<file path="src/spm_pkg.sv">
package spm_pkg;

  // Operand store capacity and exponent limits.
  localparam int MAX_TERMS = 16;
  localparam int MAX_EXP   = 15;
  localparam int EXP_CAP   = (MAX_EXP < 15) ? MAX_EXP : 15;
  localparam int SUM_SLOTS = 2 * EXP_CAP + 1;

  // Widths derived from the capacities.
  localparam int IDX_W   = (MAX_TERMS > 1) ? $clog2(MAX_TERMS) : 1;
  localparam int CNT_W   = $clog2(MAX_TERMS + 1);
  localparam int SADDR_W = $clog2(SUM_SLOTS);
  localparam int SCNT_W  = $clog2(SUM_SLOTS + 1);
  localparam int PROD_W  = 32;
  localparam int ACC_W   = ((PROD_W + $clog2(MAX_TERMS * MAX_TERMS)) > 40) ?
                           (PROD_W + $clog2(MAX_TERMS * MAX_TERMS)) : 40;
  localparam int COEF_W  = 40;

  // Item mode codes.
  localparam logic [1:0] MODE_LOAD_A = 2'd0;
  localparam logic [1:0] MODE_LOAD_B = 2'd1;
  localparam logic [1:0] MODE_PROD   = 2'd2;

  typedef struct packed {
    logic [1:0]         mode;
    logic signed [15:0] term_coef;
    logic [3:0]         term_exponent;
  } item_t;

  typedef struct packed {
    logic [4:0]               prod_exponent;
    logic signed [COEF_W-1:0] prod_coef;
    logic                     last_term;
    logic                     empty_product;
    logic                     overflow_seen;
  } result_t;

  // Commands from the controller to the datapath.
  typedef struct packed {
    logic load_a;
    logic load_b;
    logic issue;
    logic scan;
    logic emit_empty;
    logic clear;
  } cmd_t;

  // Status from the datapath to the controller.
  typedef struct packed {
    logic a_empty;
    logic b_empty;
    logic last_pair;
    logic pipe_busy;
    logic scan_done;
    logic out_free;
  } status_t;

endpackage

</file>
<file path="src/spm_ctrl.sv">
module spm_ctrl (
  input  logic             clk,
  input  logic             rst,
  input  logic             item_valid,
  input  logic [1:0]       item_mode,
  input  spm_pkg::status_t status,
  output spm_pkg::cmd_t    cmd,
  output logic             item_stall
);

  typedef enum logic [2:0] {
    ST_IDLE,
    ST_PAIRS,
    ST_DRAIN,
    ST_SCAN,
    ST_EMPTY,
    ST_CLEAR
  } state_t;

  state_t state;
  state_t state_next;
  logic   accept;

  // Items are taken only while idle.
  assign item_stall = (state != ST_IDLE);
  assign accept     = item_valid && (state == ST_IDLE);

  // Command decode.
  always_comb begin
    cmd            = '0;
    cmd.load_a     = accept && (item_mode == spm_pkg::MODE_LOAD_A);
    cmd.load_b     = accept && (item_mode == spm_pkg::MODE_LOAD_B);
    cmd.issue      = (state == ST_PAIRS);
    cmd.scan       = (state == ST_SCAN);
    cmd.emit_empty = (state == ST_EMPTY) && status.out_free;
    cmd.clear      = (state == ST_CLEAR);
  end

  // Next state.
  always_comb begin
    state_next = state;
    unique case (state)
      ST_IDLE: begin
        if (accept && (item_mode == spm_pkg::MODE_PROD)) begin
          if (status.a_empty || status.b_empty) begin
            state_next = ST_EMPTY;
          end else begin
            state_next = ST_PAIRS;
          end
        end
      end
      ST_PAIRS: begin
        if (status.last_pair) begin
          state_next = ST_DRAIN;
        end
      end
      ST_DRAIN: begin
        if (!status.pipe_busy) begin
          state_next = ST_SCAN;
        end
      end
      ST_SCAN: begin
        if (status.scan_done) begin
          state_next = ST_CLEAR;
        end
      end
      ST_EMPTY: begin
        if (status.out_free) begin
          state_next = ST_CLEAR;
        end
      end
      ST_CLEAR: begin
        state_next = ST_IDLE;
      end
      default: begin
        state_next = ST_IDLE;
      end
    endcase
  end

  // State register.
  always_ff @(posedge clk) begin
    if (rst) begin
      state <= ST_IDLE;
    end else begin
      state <= state_next;
    end
  end

endmodule

</file>
<file path="src/spm_datapath.sv">
module spm_datapath (
  input  logic              clk,
  input  logic              rst,
  input  spm_pkg::item_t    item,
  input  spm_pkg::cmd_t     cmd,
  output spm_pkg::status_t  status,
  output logic              result_valid,
  input  logic              result_stall,
  output spm_pkg::result_t  result
);

  typedef struct packed {
    logic signed [15:0] coef;
    logic [3:0]         expo;
  } term_t;

  // Saturated value at the 40-bit signed range for the result field.
  function automatic logic signed [spm_pkg::COEF_W-1:0] sat_coef(
    input logic signed [spm_pkg::ACC_W-1:0] v
  );
    logic signed [spm_pkg::ACC_W-1:0] hi;
    logic signed [spm_pkg::ACC_W-1:0] lo;
    hi = spm_pkg::ACC_W'({1'b0, {(spm_pkg::COEF_W - 1){1'b1}}});
    lo = -hi - spm_pkg::ACC_W'(1);
    if (v > hi) begin
      sat_coef = hi[spm_pkg::COEF_W-1:0];
    end else if (v < lo) begin
      sat_coef = lo[spm_pkg::COEF_W-1:0];
    end else begin
      sat_coef = v[spm_pkg::COEF_W-1:0];
    end
  endfunction

  // Operand term stores and counts.
  term_t                      a_mem [spm_pkg::MAX_TERMS];
  term_t                      b_mem [spm_pkg::MAX_TERMS];
  logic [spm_pkg::CNT_W-1:0]  a_count;
  logic [spm_pkg::CNT_W-1:0]  b_count;
  logic                       dropped;

  // Pair walk and product pipeline.
  logic [spm_pkg::IDX_W-1:0]  pair_i;
  logic [spm_pkg::IDX_W-1:0]  pair_j;
  logic                       i_last;
  logic                       j_last;
  term_t                      a_rd;
  term_t                      b_rd;
  logic                       s1_valid;
  logic signed [spm_pkg::PROD_W-1:0] prod;
  logic [4:0]                 psum;
  logic                       s2_valid;

  // Accumulators; an unmarked slot reads as zero.
  logic signed [spm_pkg::ACC_W-1:0] acc_mem [spm_pkg::SUM_SLOTS];
  logic [spm_pkg::SUM_SLOTS-1:0]    mark;
  logic [spm_pkg::SADDR_W-1:0]      acc_addr;
  logic signed [spm_pkg::ACC_W-1:0] acc_rd;
  logic                             acc_en;

  // Ordered scan with a one-entry lookahead.
  logic [spm_pkg::SCNT_W-1:0]       scan_idx;
  logic                             at_end;
  logic                             hit;
  logic                             pend_valid;
  logic [spm_pkg::SADDR_W-1:0]      pend_addr;
  logic signed [spm_pkg::ACC_W-1:0] pend_coef;
  logic                             push;
  logic                             advance;
  logic                             out_free;
  logic                             load_drop_a;
  logic                             load_drop_b;

  assign out_free = !result_valid || !result_stall;

  // A term is dropped when its exponent is too large or the store is full.
  assign load_drop_a = (32'(item.term_exponent) > spm_pkg::EXP_CAP) ||
                       (32'(a_count) >= spm_pkg::MAX_TERMS);
  assign load_drop_b = (32'(item.term_exponent) > spm_pkg::EXP_CAP) ||
                       (32'(b_count) >= spm_pkg::MAX_TERMS);

  // Term store writes.
  always_ff @(posedge clk) begin
    if (cmd.load_a && !load_drop_a) begin
      a_mem[a_count[spm_pkg::IDX_W-1:0]] <= '{coef: item.term_coef,
                                              expo: item.term_exponent};
    end
    if (cmd.load_b && !load_drop_b) begin
      b_mem[b_count[spm_pkg::IDX_W-1:0]] <= '{coef: item.term_coef,
                                              expo: item.term_exponent};
    end
  end

  // Counts and the dropped flag.
  always_ff @(posedge clk) begin
    if (rst || cmd.clear) begin
      a_count <= '0;
      b_count <= '0;
      dropped <= 1'b0;
    end else begin
      if (cmd.load_a) begin
        if (load_drop_a) begin
          dropped <= 1'b1;
        end else begin
          a_count <= a_count + 1'b1;
        end
      end
      if (cmd.load_b) begin
        if (load_drop_b) begin
          dropped <= 1'b1;
        end else begin
          b_count <= b_count + 1'b1;
        end
      end
    end
  end

  // Pair walk: j runs fastest over B, i over A.
  assign i_last = (spm_pkg::CNT_W'(pair_i) + 1'b1) == a_count;
  assign j_last = (spm_pkg::CNT_W'(pair_j) + 1'b1) == b_count;

  always_ff @(posedge clk) begin
    if (rst || cmd.clear) begin
      pair_i <= '0;
      pair_j <= '0;
    end else if (cmd.issue) begin
      if (j_last) begin
        pair_j <= '0;
        pair_i <= pair_i + 1'b1;
      end else begin
        pair_j <= pair_j + 1'b1;
      end
    end
  end

  // Term reads, then product and exponent sum.
  always_ff @(posedge clk) begin
    a_rd <= a_mem[pair_i];
    b_rd <= b_mem[pair_j];
    prod <= a_rd.coef * b_rd.coef;
    psum <= 5'(a_rd.expo) + 5'(b_rd.expo);
  end

  always_ff @(posedge clk) begin
    if (rst || cmd.clear) begin
      s1_valid <= 1'b0;
      s2_valid <= 1'b0;
    end else begin
      s1_valid <= cmd.issue;
      s2_valid <= s1_valid;
    end
  end

  // Accumulator read address: product slot while accumulating, scan slot after.
  assign acc_addr = cmd.scan ? scan_idx[spm_pkg::SADDR_W-1:0] :
                               spm_pkg::SADDR_W'(psum);
  assign acc_rd   = mark[acc_addr] ? acc_mem[acc_addr] : '0;
  assign acc_en   = s2_valid && (32'(psum) < spm_pkg::SUM_SLOTS);

  always_ff @(posedge clk) begin
    if (acc_en) begin
      acc_mem[acc_addr] <= acc_rd + spm_pkg::ACC_W'(prod);
    end
  end

  always_ff @(posedge clk) begin
    if (rst || cmd.clear) begin
      mark <= '0;
    end else if (acc_en) begin
      mark[acc_addr] <= 1'b1;
    end
  end

  // Scan step: a pending term leaves when the next one is found or at the end.
  assign at_end  = (32'(scan_idx) == spm_pkg::SUM_SLOTS);
  assign hit     = !at_end && mark[acc_addr];
  assign push    = cmd.scan && pend_valid && (hit || at_end) && out_free;
  assign advance = cmd.scan && !at_end && (!hit || !pend_valid || out_free);

  always_ff @(posedge clk) begin
    if (rst || cmd.clear) begin
      scan_idx   <= '0;
      pend_valid <= 1'b0;
    end else begin
      if (advance) begin
        scan_idx <= scan_idx + 1'b1;
        if (hit) begin
          pend_valid <= 1'b1;
        end
      end else if (push && at_end) begin
        pend_valid <= 1'b0;
      end
    end
  end

  always_ff @(posedge clk) begin
    if (advance && hit) begin
      pend_addr <= acc_addr;
      pend_coef <= acc_rd;
    end
  end

  // Output register.
  always_ff @(posedge clk) begin
    if (rst) begin
      result_valid <= 1'b0;
    end else if (push || cmd.emit_empty) begin
      result_valid <= 1'b1;
    end else if (!result_stall) begin
      result_valid <= 1'b0;
    end
  end

  always_ff @(posedge clk) begin
    if (cmd.emit_empty) begin
      result.prod_exponent <= '0;
      result.prod_coef     <= '0;
      result.last_term     <= 1'b1;
      result.empty_product <= 1'b1;
      result.overflow_seen <= dropped;
    end else if (push) begin
      result.prod_exponent <= 5'(pend_addr);
      result.prod_coef     <= sat_coef(pend_coef);
      result.last_term     <= at_end;
      result.empty_product <= 1'b0;
      result.overflow_seen <= dropped;
    end
  end

  // Status to the controller.
  always_comb begin
    status           = '0;
    status.a_empty   = (a_count == '0);
    status.b_empty   = (b_count == '0);
    status.last_pair = cmd.issue && i_last && j_last;
    status.pipe_busy = s1_valid || s2_valid;
    status.scan_done = cmd.scan && at_end && (!pend_valid || out_free);
    status.out_free  = out_free;
  end

  // Checks on the datapath.
  a_scan_idle_pipe: assert property (@(posedge clk) disable iff (rst)
    cmd.scan |-> !s1_valid && !s2_valid)
    else $error("scan started with products still in flight");

  a_clear_marks: assert property (@(posedge clk) disable iff (rst)
    cmd.clear |=> (mark == '0) && !pend_valid && (a_count == '0) && (b_count == '0))
    else $error("stores not cleared after a run");

  a_empty_is_last: assert property (@(posedge clk) disable iff (rst)
    result_valid |-> (!result.empty_product || result.last_term))
    else $error("empty result not flagged as last");

  a_full_drops: assert property (@(posedge clk) disable iff (rst)
    cmd.load_a && (32'(a_count) >= spm_pkg::MAX_TERMS) |=> dropped)
    else $error("term beyond capacity not flagged");

  a_no_load_in_run: assert property (@(posedge clk) disable iff (rst)
    (cmd.issue || cmd.scan) |-> !cmd.load_a && !cmd.load_b)
    else $error("term loaded during a product run");

endmodule

</file>
<file path="src/sparse_polynomial_multiplier.sv">
// Term loads (modes A and B) are taken while the block is idle, one per cycle.
// A product request walks every term pair, one pair per cycle through a
// term read, a multiply and an accumulate stage, then scans the 31
// exponent slots in order.
// Sync reset clears counts, present marks, the dropped flag and the output;
// a run clears all of it but the output after its last result.
module sparse_polynomial_multiplier (
  input  logic             clk,
  input  logic             rst,
  input  logic             item_valid,
  output logic             item_stall,
  input  spm_pkg::item_t   item,
  output logic             result_valid,
  input  logic             result_stall,
  output spm_pkg::result_t result
);

  spm_pkg::cmd_t    cmd;
  spm_pkg::status_t status;

  spm_ctrl u_ctrl (
    .clk        (clk),
    .rst        (rst),
    .item_valid (item_valid),
    .item_mode  (item.mode),
    .status     (status),
    .cmd        (cmd),
    .item_stall (item_stall)
  );

  spm_datapath u_datapath (
    .clk          (clk),
    .rst          (rst),
    .item         (item),
    .cmd          (cmd),
    .status       (status),
    .result_valid (result_valid),
    .result_stall (result_stall),
    .result       (result)
  );

endmodule

</file>
<file path="config.mk">
export PLATFORM = sky130hd
export DESIGN_NAME = sparse_polynomial_multiplier
export DESIGN_NICKNAME = d
export VERILOG_FILES = /design/src/spm_pkg.sv /design/src/spm_ctrl.sv /design/src/spm_datapath.sv /design/src/sparse_polynomial_multiplier.sv
export SDC_FILE = /design/constraint.sdc
export NUM_CORES = 2
export LEC_CHECK = 0
export ABC_CLOCK_PERIOD_IN_PS = 7500
export BUFFER_PORTS_ARGS = -buffer_cell sky130_fd_sc_hd__buf_4
export CAP_MARGIN = 20
export CORE_ASPECT_RATIO = 1.4
export CORE_MARGIN = 1.5
export CORE_UTILIZATION = 40
export DETAILED_ROUTE_END_ITERATION = 10
export GPL_TIMING_DRIVEN = 0
export PLACE_DENSITY = 0.51
export SYNTH_ARGS = -nofsm -noshare
export SYNTH_HDL_FRONTEND = slang
export SYNTH_SLANG_ARGS = --single-unit
</file>
<file path="constraint.sdc">
create_clock -name clk -period 7.5 [get_ports clk]
set_input_delay 2.25 -clock clk [delete_from_list [all_inputs] [get_ports clk]]
set_output_delay 2.25 -clock clk [all_outputs]
set_load 0.01 [all_outputs]
</file>
==> results.ini <==
[timing]
setup_violations = 0
fin_hold_ws_ns = 0.4507
fin_tns_setup_ns = 0
tightest_slew_ns = 1.197
period_share_pct = 98.24
maxSlewViolCount = 0
fmax_mhz = 135.7
clock_skew_ns = 0.08205
finalHoldViolCount = 0
relSlewSlack_pct = 20.23
min_period_ns = 7.368

[drt]
drc = 0
routed_via_density = 5.578
ant_nets = 0
vias = 57710
dr.pass1.iters = 6
drt-total-wl_um = 307000
drtIter0Drc = 5361
wl_per_cell_um = 29.67

[synth]
synth_cell_types = 83
syn_nets = 7070
ys_seq_area_share_pct = 66.93
syn-cell-area_um2 = 91980
synth-seq-cells = 2112
async_reset_ff_share_pct = 0
synth-main-ff-cell = edfxtp_1
avgSynthCellArea_um2 = 13.85
syn_inst = 6643
synth_edf_count = 1926
ys_warn_count = 0

[critical_path]
cp_cell_sequence = nand3b_4, buf_2, a31oi_4, clkbuf_1, a21oi_1, or4_1, nor4_2, buf_4, ha_1, a21oi_1, o21ai_0, a221o_1, a21o_1, o21ai_1, nand2b_1, a221o_1, a21oi_1, xnor2_4, buf_8
endpoint_kind = flop
path_class = flop to flop
critPathMaxFanout = 18
timing.rr.start = u_ctrl.state[0]$_SDFFE_PP0P_
required_ns = 8.10
timing.rr.end = u_datapath.acc_mem[26][27]$_DFFE_PP_
max_stage_delay_ns = 0.94
worstSetupStartpoint = u_ctrl.state[0]$_SDFFE_PP0P_
reg2reg_slack_ns = 0.13
arrival_ns = 7.97
worstSetupStartpointType = flop
cpMostUsedCell = a21oi_1
cpMaxStageDelayCell = clkbuf_1
worstRegToRegCells = 19

[floorplan]
dieArea_um2 = 232900
io_pins = 76
rows = 208
die_x_um = 408.3
start_util_pct = 40.16
dieHeight_um = 570.4
coreArea_um2 = 229000

[placement]
port_buffers = 75
place_area_um2 = 100200
dp_cells = 9944
gp_congestion = 0.9059
dp_hpwl_um = 217200

[grt]
grt_first_pass_wirelength_um = 433300
grt_pass1_vias = 58330
antenna_found_initial = 7
grt_max_degree = 33
overflow = 0
grt_usage_pct = 26.13

[clock_network]
cts.reportedPaths.clkPinSlew_ns = 0.06
clk_latency_ns = 0.89
htree_levels = 4
cts_tree = built
cts_made_buffers = 210
cts.sink_count = 2112
cts_buffer_depth = 4
cts_root_buf = clkbuf_16
cts_hold_buffers = 0

[outcome]
status = complete, no violations

[final_layout]
final_layout_size_suffix_gt1_share_pct = 15.72
design_area_um2 = 107500
synthToLayoutAreaGrowth_pct = 16.90
final_cells = 10350
final_cell_mix = 1926 x edfxtp_1, 1422 x nand2_1, 361 x nand3_1
final_common_cell = edfxtp_1
fin_nets = 7553

[min_path]
min_path_type = flop to flop
hold_path_depth = 0
min_to = u_datapath.result[0]$_DFFE_PP_
hold_start = u_datapath.dropped$_SDFF_PP0_

[run]
cap_viol_max_count = 0

[metrics by stage]
step	util [%]	setup slack [ns]
after global placement	42.07	-5.206
after floorplan	-	1.377
after global routing	46.95	-0.05770
after detailed placement	43.77	-2.058
final	46.95	0.1321
after CTS	46.82	0.003070
[critical path, delay by kind of cell (launching register included)]
kind	cells	cell delay, ns
compound gates	9	2.61
buf+inv	4	1.73
simple gates	4	1.63
flops	1	0.47
fa+ha+maj	1	0.36
xor+xnor	1	0.24
[cells by family (layout without fill, tap and decap cells)]
group,after synthesis,after routing,synth area share [%]
xor gates and xnor gates,96,96,0.9142
other,0,5,0
adders and majority gates,401,401,7.610
muxes,237,237,5.443
buffers and inverters,669,1322,2.932
DFF,2112,2112,66.93
AOI/OAI and AO/OA,679,679,4.421
and+or+nand+nor,2449,2449,11.75
[routing by layer]
metal | share of wire [%] | global-route usage, % | wire, um
met4 | 6.9 | 15.65 | 21180
met1 | 37 | 30.67 | 112500
met5 | 0.0042 | 0 | 13
met2 | 50 | 45.21 | 153200
met3 | 6.5 | 4.126 | 20010
[area by class of cell]
type	count	area, um^2
antenna	5	12.51
clock buffer	268	5644
buffer	353	1679
sequential	2112	61560
multi-input combinational	3862	29010
clock inverter	114	939.7
fill	20340	121500
tap	3045	3810
timing repair buffer	273	3689
inverter	314	1181
[cell usage after synthesis, types with 78 or more instances]
| cell | count | share of area, % |
|---|---|---|
| clkbuf_1 | 198 | 0.81 |
| and3_1 | 116 | 0.79 |
| edfxtp_1 | 1926 | 63 |
| a21oi_1 | 282 | 1.5 |
| buf_2 | 95 | 0.52 |
| o22ai_1 | 78 | 0.53 |
| inv_1 | 312 | 1.3 |
| and2_1 | 132 | 0.90 |
| ha_1 | 137 | 1.9 |
| fa_1 | 264 | 5.7 |
| nand3_1 | 361 | 2.0 |
| dfxtp_1 | 186 | 4.0 |
| mux4_2 | 207 | 5.1 |
| nand2_1 | 1423 | 5.8 |
| a31oi_1 | 148 | 1.0 |
| nor2_1 | 239 | 0.98 |
[worst max-delay path by stage]
stage | cells past startpoint | slack (ns) | endpoint
after floorplan | 19 | 1.38 | u_datapath.prod[22]$_DFF_P_
after global placement | 17 | -5.21 | u_datapath.acc_mem[12][39]$_DFFE_PP_
after detailed placement | 21 | -2.06 | u_datapath.acc_mem[13][39]$_DFFE_PP_
after CTS | 21 | 0.003 | u_datapath.acc_mem[24][33]$_DFFE_PP_
after global routing | 21 | -0.06 | u_datapath.acc_mem[3][36]$_DFFE_PP_
final | 19 | 0.13 | u_datapath.acc_mem[26][27]$_DFFE_PP_
[what timing repair did]
item	CTS	global route
gates cloned	0	0
resized for setup	97	97
buffers inserted	8	7
pin swaps	3	3
endpoints found under the hold margin	0	0
setup endpoints to repair	822	548
[registers in the layout, summed over array words and instances (netlist names), 5 cells and up]
| name | flops |
|---|---|
| u_datapath.scan_idx | 5 |
| u_datapath.a_mem | 320 |
| u_datapath.acc_mem | 1240 |
| u_datapath.a_rd | 20 |
| u_datapath.prod | 32 |
| u_datapath.b_count | 5 |
| u_datapath.b_mem | 320 |
| u_datapath.mark | 31 |
| u_datapath.pend_coef | 40 |
| u_datapath.psum | 5 |
| u_datapath.a_count | 5 |
| u_datapath.pend_addr | 5 |
| u_datapath.b_rd | 20 |
| u_datapath.result | 48 |
Power is left out: the tool's default activity adds up to more than one toggle a clock period on the data nets, which glitch-free logic cannot reach.
